File: src/rtl/alarm_arming_sequencer_defines.svh
// Assertion macros for the alarm arming sequencer
`ifndef ALARM_ARMING_SEQUENCER_DEFINES_SVH
`define ALARM_ARMING_SEQUENCER_DEFINES_SVH

// same-cycle implication, checked out of reset
`define AAS_ASSERT_IMPL(label, ante, cons, msg) \
    label: assert property (@(posedge clk) disable iff (!rst_n) (ante) |-> (cons)) \
        else $error(msg);

// next-cycle implication, checked out of reset
`define AAS_ASSERT_NEXT(label, ante, cons, msg) \
    label: assert property (@(posedge clk) disable iff (!rst_n) (ante) |=> (cons)) \
        else $error(msg);

`endif

File: src/rtl/aas_pkg.sv
// Shared types and constants of the alarm arming sequencer
`timescale 1ns / 1ps

package aas_pkg;

    typedef enum logic [2:0] {
        MODE_DISARMED    = 3'd0,
        MODE_ARM_CHIRP   = 3'd1,
        MODE_EXIT_DELAY  = 3'd2,
        MODE_ARM_CHIRP2  = 3'd3,
        MODE_ARMED       = 3'd4,
        MODE_DIS_CHIRP   = 3'd5,
        MODE_DIS_PAUSE   = 3'd6,
        MODE_DIS_CHIRP2  = 3'd7
    } mode_t;

    typedef enum logic [1:0] {
        REG_TICK_PERIOD = 2'd0,
        REG_CHIRP_TICKS = 2'd1,
        REG_EXIT_DELAY  = 2'd2,
        REG_ALARM_TICKS = 2'd3
    } reg_idx_t;

    localparam logic [15:0] TICK_PERIOD_RST = 16'd65535;
    localparam logic [15:0] CHIRP_TICKS_RST = 16'd1;
    localparam logic [15:0] EXIT_DELAY_RST  = 16'd200;
    localparam logic [15:0] ALARM_TICKS_RST = 16'd300;

    typedef struct packed {
        logic [15:0] tick_period;
        logic [15:0] chirp_ticks;
        logic [15:0] exit_delay_ticks;
        logic [15:0] alarm_ticks;
    } cfg_t;

    typedef struct packed {
        logic        turn_on;
        logic        turn_off;
        logic        sensor;
    } item_t;

    typedef struct packed {
        logic [15:0] ticks_left;
        mode_t       mode;
        logic        supply_on;
        logic        siren_on;
    } result_t;

endpackage

File: src/rtl/aas_cfg.sv
// APB register file holding the timing configuration
`timescale 1ns / 1ps

module aas_cfg (
    input  logic         clk,
    input  logic         rst_n,
    input  logic         psel,
    input  logic         penable,
    input  logic         pwrite,
    input  logic [3:0]   paddr,
    input  logic [31:0]  pwdata,
    output logic [31:0]  prdata,
    output logic         pready,
    output aas_pkg::cfg_t cfg
);
    import aas_pkg::*;

    cfg_t     cfg_reg;
    reg_idx_t idx;
    logic     wr_en;

    assign idx    = reg_idx_t'(paddr[3:2]);
    assign wr_en  = psel && penable && pwrite;
    assign pready = 1'b1;
    assign cfg    = cfg_reg;

    always_ff @(posedge clk or negedge rst_n)
    begin
        if (!rst_n)
        begin
            cfg_reg.tick_period      <= TICK_PERIOD_RST;
            cfg_reg.chirp_ticks      <= CHIRP_TICKS_RST;
            cfg_reg.exit_delay_ticks <= EXIT_DELAY_RST;
            cfg_reg.alarm_ticks      <= ALARM_TICKS_RST;
        end
        else if (wr_en)
        begin
            unique case (idx)
                REG_TICK_PERIOD: cfg_reg.tick_period      <= pwdata[15:0];
                REG_CHIRP_TICKS: cfg_reg.chirp_ticks      <= pwdata[15:0];
                REG_EXIT_DELAY:  cfg_reg.exit_delay_ticks <= pwdata[15:0];
                REG_ALARM_TICKS: cfg_reg.alarm_ticks      <= pwdata[15:0];
                default: ;
            endcase
        end
    end

    always_comb
    begin
        prdata = 32'd0;
        unique case (idx)
            REG_TICK_PERIOD: prdata = {16'd0, cfg_reg.tick_period};
            REG_CHIRP_TICKS: prdata = {16'd0, cfg_reg.chirp_ticks};
            REG_EXIT_DELAY:  prdata = {16'd0, cfg_reg.exit_delay_ticks};
            REG_ALARM_TICKS: prdata = {16'd0, cfg_reg.alarm_ticks};
            default:         prdata = 32'd0;
        endcase
    end

endmodule

File: src/rtl/aas_core.sv
// Sequencer state, prescaler and down-counter with one-pass next-state logic
`timescale 1ns / 1ps

module aas_core (
    input  logic              clk,
    input  logic              rst_n,
    input  logic              step,
    input  aas_pkg::item_t    item,
    input  aas_pkg::cfg_t     cfg,
    output aas_pkg::result_t  result
);
    import aas_pkg::*;

    mode_t       mode_reg,     mode_next;
    logic [15:0] count_reg,    count_next;
    logic [15:0] prescale_reg, prescale_next;
    logic        siren_reg,    siren_next;
    logic        supply_reg,   supply_next;

    logic [16:0] pre_inc;
    logic        tick;
    logic        zero;
    logic [15:0] count_dec;

    always_comb
    begin
        pre_inc   = {1'b0, prescale_reg} + 17'd1;
        // a period of zero compares as always reached, i.e. behaves as one
        tick      = (pre_inc >= {1'b0, cfg.tick_period});
        count_dec = (tick && (count_reg != 16'd0)) ? count_reg - 16'd1 : count_reg;
        zero      = (count_dec == 16'd0);

        mode_next     = mode_reg;
        count_next    = count_dec;
        prescale_next = tick ? 16'd0 : pre_inc[15:0];
        siren_next    = siren_reg;
        supply_next   = supply_reg;

        unique case (mode_reg)
            MODE_DISARMED:
            begin
                siren_next = 1'b0;
                if (item.turn_on)
                begin
                    count_next    = cfg.chirp_ticks;
                    prescale_next = 16'd0;
                    mode_next     = MODE_ARM_CHIRP;
                end
            end
            MODE_ARM_CHIRP:
            begin
                siren_next = 1'b1;
                if (zero)
                begin
                    count_next    = cfg.exit_delay_ticks;
                    prescale_next = 16'd0;
                    mode_next     = MODE_EXIT_DELAY;
                end
            end
            MODE_EXIT_DELAY:
            begin
                siren_next  = 1'b0;
                supply_next = 1'b1;
                // turn_off wins over the end of the delay
                if (item.turn_off)
                begin
                    count_next    = cfg.chirp_ticks;
                    prescale_next = 16'd0;
                    mode_next     = MODE_DIS_CHIRP;
                end
                else if (zero)
                begin
                    count_next    = cfg.chirp_ticks;
                    prescale_next = 16'd0;
                    mode_next     = MODE_ARM_CHIRP2;
                end
            end
            MODE_ARM_CHIRP2:
            begin
                siren_next = 1'b1;
                if (zero)
                    mode_next = MODE_ARMED;
            end
            MODE_ARMED:
            begin
                siren_next = !zero;
                if (item.turn_off)
                begin
                    count_next    = cfg.chirp_ticks;
                    prescale_next = 16'd0;
                    mode_next     = MODE_DIS_CHIRP;
                end
                else if (item.sensor && zero)
                begin
                    count_next    = cfg.alarm_ticks;
                    prescale_next = 16'd0;
                end
            end
            MODE_DIS_CHIRP:
            begin
                siren_next  = 1'b1;
                supply_next = 1'b0;
                if (zero)
                begin
                    count_next    = cfg.chirp_ticks;
                    prescale_next = 16'd0;
                    mode_next     = MODE_DIS_PAUSE;
                end
            end
            MODE_DIS_PAUSE:
            begin
                siren_next = 1'b0;
                if (zero)
                begin
                    count_next    = cfg.chirp_ticks;
                    prescale_next = 16'd0;
                    mode_next     = MODE_DIS_CHIRP2;
                end
            end
            MODE_DIS_CHIRP2:
            begin
                siren_next = 1'b1;
                if (zero)
                    mode_next = MODE_DISARMED;
            end
            default: ;
        endcase

        result.siren_on   = siren_next;
        result.supply_on  = supply_next;
        result.mode       = mode_next;
        result.ticks_left = count_next;
    end

    always_ff @(posedge clk or negedge rst_n)
    begin
        if (!rst_n)
        begin
            mode_reg     <= MODE_ARM_CHIRP;
            count_reg    <= 16'd0;
            prescale_reg <= 16'd0;
            siren_reg    <= 1'b0;
            supply_reg   <= 1'b0;
        end
        else if (step)
        begin
            mode_reg     <= mode_next;
            count_reg    <= count_next;
            prescale_reg <= prescale_next;
            siren_reg    <= siren_next;
            supply_reg   <= supply_next;
        end
    end

endmodule

File: src/rtl/aas_skid.sv
// Result register with a skid stage so input beats keep flowing under back-pressure
`timescale 1ns / 1ps

module aas_skid (
    input  logic              clk,
    input  logic              rst_n,
    input  logic              in_valid,
    output logic              in_ready,
    input  aas_pkg::result_t  in_data,
    output logic              out_valid,
    input  logic              out_ready,
    output aas_pkg::result_t  out_data
);
    import aas_pkg::*;

    logic    out_valid_reg;
    logic    skid_valid_reg;
    result_t out_data_reg;
    result_t skid_data_reg;
    logic    take_in;
    logic    take_out;

    assign in_ready  = !skid_valid_reg;
    assign out_valid = out_valid_reg;
    assign out_data  = out_data_reg;
    assign take_in   = in_valid && in_ready;
    assign take_out  = out_valid_reg && out_ready;

    always_ff @(posedge clk or negedge rst_n)
    begin
        if (!rst_n)
        begin
            out_valid_reg  <= 1'b0;
            skid_valid_reg <= 1'b0;
        end
        else
        begin
            if (!out_valid_reg || take_out)
            begin
                out_valid_reg  <= skid_valid_reg || take_in;
                skid_valid_reg <= 1'b0;
            end
            else if (take_in)
                skid_valid_reg <= 1'b1;
        end
    end

    always_ff @(posedge clk)
    begin
        if (!out_valid_reg || take_out)
            out_data_reg <= skid_valid_reg ? skid_data_reg : in_data;
        if (take_in && out_valid_reg && !take_out)
            skid_data_reg <= in_data;
    end

endmodule

File: src/rtl/alarm_arming_sequencer.sv
// Top level of the alarm arming sequencer
`timescale 1ns / 1ps

// Alarm arming sequencer: each input beat (turn_on, turn_off, sensor) is one
// control pass and yields exactly one result beat (siren, supply, mode,
// ticks left). One beat is taken per clock while s_tready is high; the next
// state is formed in a single pass of logic from the state registers and lands
// in a result register backed by a one-deep skid stage, so s_tready only drops
// after two results are held waiting. Timing values sit in APB registers at
// byte addresses 0x0 tick_period, 0x4 chirp_ticks, 0x8 exit_delay_ticks,
// 0xC alarm_ticks; write them only while idle.
// After reset the block starts in the first arming chirp.

module alarm_arming_sequencer (
    input  logic        clk,
    input  logic        rst_n,
    input  logic        s_tvalid,
    output logic        s_tready,
    input  logic [7:0]  s_tdata,   // [0] turn_on, [1] turn_off, [2] sensor, [7:3] unused
    output logic        m_tvalid,
    input  logic        m_tready,
    output logic [23:0] m_tdata,   // [0] siren_on, [1] supply_on, [4:2] mode,
                                   // [20:5] ticks_left, [23:21] zero
    input  logic        psel,
    input  logic        penable,
    input  logic        pwrite,
    input  logic [3:0]  paddr,
    input  logic [31:0] pwdata,
    output logic [31:0] prdata,
    output logic        pready
);
    import aas_pkg::*;

`include "alarm_arming_sequencer_defines.svh"

    cfg_t    cfg;
    item_t   item;
    result_t step_result;
    result_t out_result;
    logic    step;
    logic    res_armed;
    logic    res_disarmed;

    assign item.turn_on  = s_tdata[0];
    assign item.turn_off = s_tdata[1];
    assign item.sensor   = s_tdata[2];
    assign step          = s_tvalid && s_tready;

    aas_cfg u_cfg (
        .clk     (clk),
        .rst_n   (rst_n),
        .psel    (psel),
        .penable (penable),
        .pwrite  (pwrite),
        .paddr   (paddr),
        .pwdata  (pwdata),
        .prdata  (prdata),
        .pready  (pready),
        .cfg     (cfg)
    );

    aas_core u_core (
        .clk    (clk),
        .rst_n  (rst_n),
        .step   (step),
        .item   (item),
        .cfg    (cfg),
        .result (step_result)
    );

    aas_skid u_skid (
        .clk       (clk),
        .rst_n     (rst_n),
        .in_valid  (s_tvalid),
        .in_ready  (s_tready),
        .in_data   (step_result),
        .out_valid (m_tvalid),
        .out_ready (m_tready),
        .out_data  (out_result)
    );

    assign m_tdata = {3'b000, out_result.ticks_left, out_result.mode,
                      out_result.supply_on, out_result.siren_on};

    // supply is on from the exit delay until the disarm chirp starts
    assign res_armed    = (out_result.mode == MODE_ARM_CHIRP2) ||
                          (out_result.mode == MODE_ARMED);
    assign res_disarmed = (out_result.mode == MODE_DISARMED) ||
                          (out_result.mode == MODE_ARM_CHIRP);

    `AAS_ASSERT_IMPL(a_stall_only_when_full, !s_tready, m_tvalid, "input stalled with empty output")
    `AAS_ASSERT_NEXT(a_skid_fills, step && m_tvalid && !m_tready, !s_tready, "beat lost under back-pressure")
    `AAS_ASSERT_IMPL(a_armed_supply, m_tvalid && res_armed, out_result.supply_on, "supply off while armed")
    `AAS_ASSERT_IMPL(a_idle_supply, m_tvalid && res_disarmed, !out_result.supply_on, "supply on while disarmed")

endmodule
File: config.mk
export PLATFORM = sky130hd
export DESIGN_NAME = alarm_arming_sequencer
export DESIGN_NICKNAME = d
export VERILOG_FILES = /design/src/rtl/aas_pkg.sv /design/src/rtl/aas_cfg.sv /design/src/rtl/aas_core.sv /design/src/rtl/aas_skid.sv /design/src/rtl/alarm_arming_sequencer.sv
export VERILOG_INCLUDE_DIRS = /design/src /design/src/rtl
export SDC_FILE = /design/constraint.sdc
export NUM_CORES = 1
export LEC_CHECK = 0
export BUFFER_PORTS_ARGS = -buffer_cell sky130_fd_sc_hd__buf_2
export CAP_MARGIN = 0
export CORE_ASPECT_RATIO = 1.25
export CORE_UTILIZATION = 33
export DETAILED_ROUTE_END_ITERATION = 7
export GPL_ROUTABILITY_DRIVEN = 0
export GPL_TIMING_DRIVEN = 1
export MAX_ROUTING_LAYER = met4
export PLACE_DENSITY = 0.52
export SLEW_MARGIN = 40
export SYNTH_ARGS = -nofsm -noshare
export SYNTH_HDL_FRONTEND = slang
export SYNTH_SLANG_ARGS = --single-unit
File: constraint.sdc
create_clock -name clk -period 5.4 [get_ports clk]
set_input_delay 1.08 -clock clk [delete_from_list [all_inputs] [get_ports clk]]
set_output_delay 1.08 -clock clk [all_outputs]
set_load 0.1 [all_outputs]
-- After elaboration in Yosys (flattened, before gate mapping)
Index checks and enable logic that the tools add are counted.
- $lt $le $gt $ge: 1
- add/sub/neg operators: 2
- shift operators: 0
- reductions and logical operators: 27
- bitwise operators: 0
- div/mod/pow operators: 0
- multipliers: 0
- equal/unequal tests: 10
- muxes and demuxes: 31
- operators by type and width (cell ; count):
    $mux W16 ; 13
    $pmux W32 S4 ; 1
    $pmux W16 S5 ; 1
    $pmux W16 S4 ; 1
    $mux W3 ; 9
    $pmux W3 S8 ; 1
    $mux W21 ; 1
    $add A16 B1 Y17 const B ; 1
    $ge A17 B16 Y1 ; 1
    $logic_not A16 Y1 ; 1
    $reduce_bool A16 Y1 ; 1
    $sub A16 B1 Y16 const B ; 1
    $eq A3 B3 Y1 const B ; 4
    $logic_and A1 B1 Y1 ; 8
    $reduce_and A2 Y1 ; 4
    $eq A3 B2 Y1 const B ; 2
    $reduce_or A3 Y1 ; 2
    $eq A2 B2 Y1 const B ; 2
    $logic_not A1 Y1 ; 4
    $reduce_or A4 Y1 ; 1
    $eq A3 B1 Y1 const B ; 1
    $logic_not A3 Y1 ; 1
    $pmux W1 S3 ; 1
    $eq A2 B1 Y1 const B ; 1
    other kinds (6) ; 8
- bits of input ports: 51
- logic and storage cells: 89
- memories kept: 0
- bits in registers: 144
- bits in read-only memories: 0
- RAM bits: 0
- bits in latches: 0

-- Depth between registers and ports, before layout
- word-level depth: 10
- gate-level depth with buffers: 21
- depth with buffers taken out: 18

-- Hierarchy
From an unflattened synthesis, not the netlist that was laid out.
- cells, all modules: 793
- area, all modules: 8768.4 µm²
- by module, submodules not included (module ; sequential area each (µm²) ; cells each ; area an instance (µm²) ; instances):
    aas_core ; 902.1 ; 534 ; 4013.8 ; 1
    aas_cfg ; 1631.6 ; 180 ; 3035.4 ; 1
    aas_skid ; 1311.3 ; 74 ; 1686.6 ; 1
    alarm_arming_sequencer ; 0.0 ; 5 ; 32.5 ; 1

-- Worst setup path after synthesis
Ideal clock, no wire load.
- path kind: register to register
- start: reg u_core.prescale_reg[0]
- end: reg u_skid.out_data_reg (netlist bit u_skid.out_data[17]), data pin
- data required time: 5.076 ns
- cell stages (with the launch flop): 19
- arrival: 4.390 ns
- period minus slack after synthesis: 4.714 ns
- buffers on the path: 1
- slack: 0.686 ns
- path through: dfrtp_1 > ha_1 > nand3_1 > or3_1 > nor2_1 > xor2_1 > ha_1 > a211oi_1 > o21ai_0 > nor4_1 > o31a_1 > buf_2 > nor4_1 > xnor2_1 > nand4_4 > or4_1 > a221oi_2 > a41o_1 > a31oi_1
- word-level cells in the longest chain between the ends: 10
- elaborated cells on any way between the ends: 14
- classes of those cells: add/sub (1); order compare (1); mux (9); reduce/logical (3)
- ends and longest elaborated chain (what ; RTL line ; source):
    start: declaration ; aas_core.sv:16 ; logic [15:0] prescale_reg, prescale_next;
    start signal: assignment ; aas_core.sv:149 ; prescale_reg <= prescale_next;
    $add A16 B1 Y17 (*) ; aas_core.sv:27 ; pre_inc = {1'b0, prescale_reg} + 17'd1;
    $ge A17 B16 Y1 (*) ; aas_core.sv:29 ; tick = (pre_inc >= {1'b0, cfg.tick_period});
    $logic_and A1 B1 Y1 (*) ; aas_core.sv:30 ; count_dec = (tick && (count_reg != 16'd0)) ? count_reg - 16'd1 : count_reg;
    $mux W16 (*) ; aas_core.sv:30 ;
    $logic_not A16 Y1 ; aas_core.sv:31 ; zero = (count_dec == 16'd0);
    $logic_and A1 B1 Y1 ; aas_core.sv:93 ; else if (item.sensor && zero)
    $mux W16 ; aas_core.sv:93 ;
    $mux W16 ; aas_core.sv:87 ; if (item.turn_off)
    $pmux W16 S5 (*) ; aas_core.sv:39 ; unique case (mode_reg)
    $mux W21 (*) ; aas_skid.sv:51 ; out_data_reg <= skid_valid_reg ? skid_data_reg : in_data;
    end signal: assignment ; aas_skid.sv:51 ;
    end: declaration ; aas_skid.sv:18 ; result_t out_data_reg;
Every way passes the cells marked *; elsewhere a longest branch is shown, timed or not.
A chain may end at the register's enable or synchronous reset.

-- Worst setup path after layout
- start: reg u_core.prescale_reg[1]
- end: reg u_skid.out_data_reg (netlist bit u_skid.out_data[17]), data pin
The elaborated chain is that of the path after synthesis.

==> impl_metrics.json <==
{
  "status": "finished, final reports clean",
  "max-slew-margin-rel_pct": 53.8,
  "clk_pin_slew_ps": 60,
  "power_frac_seq_pct": 29.7,
  "track_usage_pct": 18.9,
  "avgRoutedWirePerCell_um": 18.3,
  "insertion_delay_ps": 430,
  "hold_path.class": "flop to flop",
  "stdcell_count": 1224,
  "intPower_mw": 3.14,
  "synth_compound_area_share_pct": 16.6,
  "end_kind": "flop",
  "grt_max_degree": 62,
  "row_count": 64,
  "cts.sinks": 144,
  "muxShareOfSynthArea_pct": 13.3,
  "synth-xor-area-share_pct": 3.04,
  "syn_inst": 788,
  "antenna_found_initial": 0,
  "cp_slowest_cell": "or3_1",
  "synth_top_area_share_pct": 23.0,
  "synth-adder-area-share_pct": 2.69,
  "cts_buffers": 17,
  "fmax_mhz": 198,
  "synth_ff_type": "dfrtp_1",
  "fillers": 2467,
  "p_switching_mw": 2.68,
  "layout-drive-gt1-share_pct": 32.2,
  "die-area_um2": 26000,
  "synth_top_area_cell": "dfrtp_1",
  "largest_reg_flops": 64,
  "synth_commonest_cells": "nand2_1 (83), dfrtp_1 (77), mux2_2 (66)",
  "p_comb_share_pct": 51.1,
  "die_y_um": 180,
  "dp_hpwl_um": 16800,
  "maxSlewViolCount": 0,
  "syn_to_final_growth_pct": 18.3,
  "p_clk_share_pct": 19.2,
  "synthTopCellsByArea": "dfrtp_1 (23%), edfxtp_1 (15%), mux2_2 (8.9%)",
  "yosysSeqAreaShare_pct": 46.0,
  "drt_first_pass_iters": 5,
  "grt_pass1_wl_um": 36200,
  "final_hold_viol_count": 0,
  "cts_buffer_depth": 2,
  "worst_pin_slew_ps": 693,
  "crit_arrival_ps": 5190,
  "avgSynthCellArea_um2": 10.6,
  "cts_tree": "yes",
  "io_buffers": 66,
  "vias": 6377,
  "placed_cells": 1192,
  "p_leak_nw": 4.16,
  "synth_area_um2": 8360,
  "rsz0062_at_grt": "no",
  "drc": 0,
  "fin_crit_ps": 5050,
  "final.setup.tns_ps": 0,
  "synth_edf_count": 42,
  "die_w_um": 144,
  "core_um2": 24700,
  "crit_chain": "ha_1 > nand3_1 > or3_1 > nor2_2 > xor2_1 > ha_1 > a211oi_1 > o21ai_1 > nor4_1 > buf_4 > o31a_1 > buf_12 > o41ai_2 > o311a_2 > buf_4 > nand4_4 > or4_1 > a221oi_2 > a41o_1 > a31oi_1",
  "synth_cell_types": 83,
  "cpPeakStageDelay_ps": 480,
  "skew_ps": 11.5,
  "ys_async_sr_fraction_pct": 70.8,
  "finalCritPeriodShare_pct": 93.4,
  "ys_ff_latch": 144,
  "worst_setup_path_start_kind": "flop",
  "start_util_pct": 33.9,
  "io_pins": 110,
  "clock_tree.root_cell": "clkbuf_16",
  "grt_overflow": 0,
  "antenna_cells": 0,
  "synth_most_common_cell": "nand2_1",
  "maxCapViolCount": 0,
  "synth_top_family_by_area": "compound AO/OA/AOI/OAI gates",
  "critPathMaxFanout": 14,
  "wirelength_um": 22500,
  "antenna_left": 0,
  "critical_path_class": "flop to flop",
  "cp_data_required_time_ps": 5540,
  "swShare_pct": 46.0,
  "yosys.area_share.simple_pct": 12.6,
  "cts_max_level": 4,
  "grt_pass1_vias": 6427,
  "yosys_warnings": 0,
  "ir_drop_v": 0.000258,
  "post_drt_via_cell_ratio": 5.21,
  "drt_iter0_drc": 431,
  "power.density_nw_per_um2": 589,
  "nets": 950,
  "rrSetupSlack_ps": 350,
  "finalSetupViolCount": 0
}
## metal layers
metal  track usage (%)  wire (µm)
met5                 -          0
met4              5.09        378
met3              3.14        674
met2              31.3      11500
met1              23.7       9940
## power by group through the flow
stage / clock network [mW] / logic, mW / registers [mW]
floorplan: 0 / 1.78 / 2.06
global placement: 0 / 2.94 / 1.74
detailed placement: 0 / 2.96 / 1.74
CTS: 1.14 / 2.97 / 1.72
global route: 1.19 / 3.21 / 1.77
finish: 1.12 / 2.98 / 1.73
## worst max-delay path: cells and delay by family (launching register included)
family	cells	cell delay [ps]
xor+xnor	1	160
flops	1	360
fa+ha+maj	2	450
compound gates	8	1820
buf+inv	3	430
simple gates	6	1540
## per-stage QoR
stage	area (µm²)	hold WS [ps]	setup WS [ps]	total power [mW]	utilization [%]
floorplan	8430	472	686	3.84	-
global placement	9280	494	237	4.68	37.6
detailed placement	9310	507	201	4.70	37.7
CTS	9860	520	178	5.84	40.0
global route	9890	543	4.03	6.18	40.1
finish	9890	521	354	5.82	40.1
## final cells by class
cell class,instances,area (µm²),area share (%)
sequential,144,3840,38.9
clock inverter,7,47.5,0.481
timing repair buffer,119,772,7.80
multi-input combinational,562,4170,42.1
inverter,37,139,1.40
tap,330,413,4.17
clock buffer,25,508,5.13
## what timing repair did
item	CTS	global route
buffers inserted	0	0
setup endpoints to repair	0	16
gates resized for setup	0	6
hold buffers	0	0
## final timing paths
kind / end / from / depth (start not counted)
worst max-delay path: u_skid.out_data[17] / u_core.prescale_reg[1] / 20
worst min-delay path: u_cfg.cfg[54] / u_cfg.cfg[54] / 2
worst max register to register: u_skid.out_data[17] / u_core.prescale_reg[1] / 20
worst min register to register: u_cfg.cfg[54] / u_cfg.cfg[54] / 2
max in group asynchronous: u_cfg.cfg[8] / rst_n / 2
min in group asynchronous: u_cfg.cfg[30] / rst_n / 1
## cell families after synthesis
kind of cell	Yosys count
AND/OR/NAND/NOR	216
other	2
adder cells (fa/ha/maj)	18
AO/OA/AOI/OAI	196
multiplexers	83
flip-flops	144
buffers and inverters	100
XOR/XNOR	29
## cell usage in the layout (no fill, tap or decap), types with 19 or more instances in the layout
cell,n
dfstp_2,25
nand2_1,81
mux2_2,66
dfrtp_1,77
edfxtp_1,42
buf_2,65
inv_1,37
clkbuf_16,19
conb_1,20
o21ai_0,62
buf_4,50
a21oi_1,21
nor2_1,45
No activity file was read; power rests on OpenSTA's default activity.
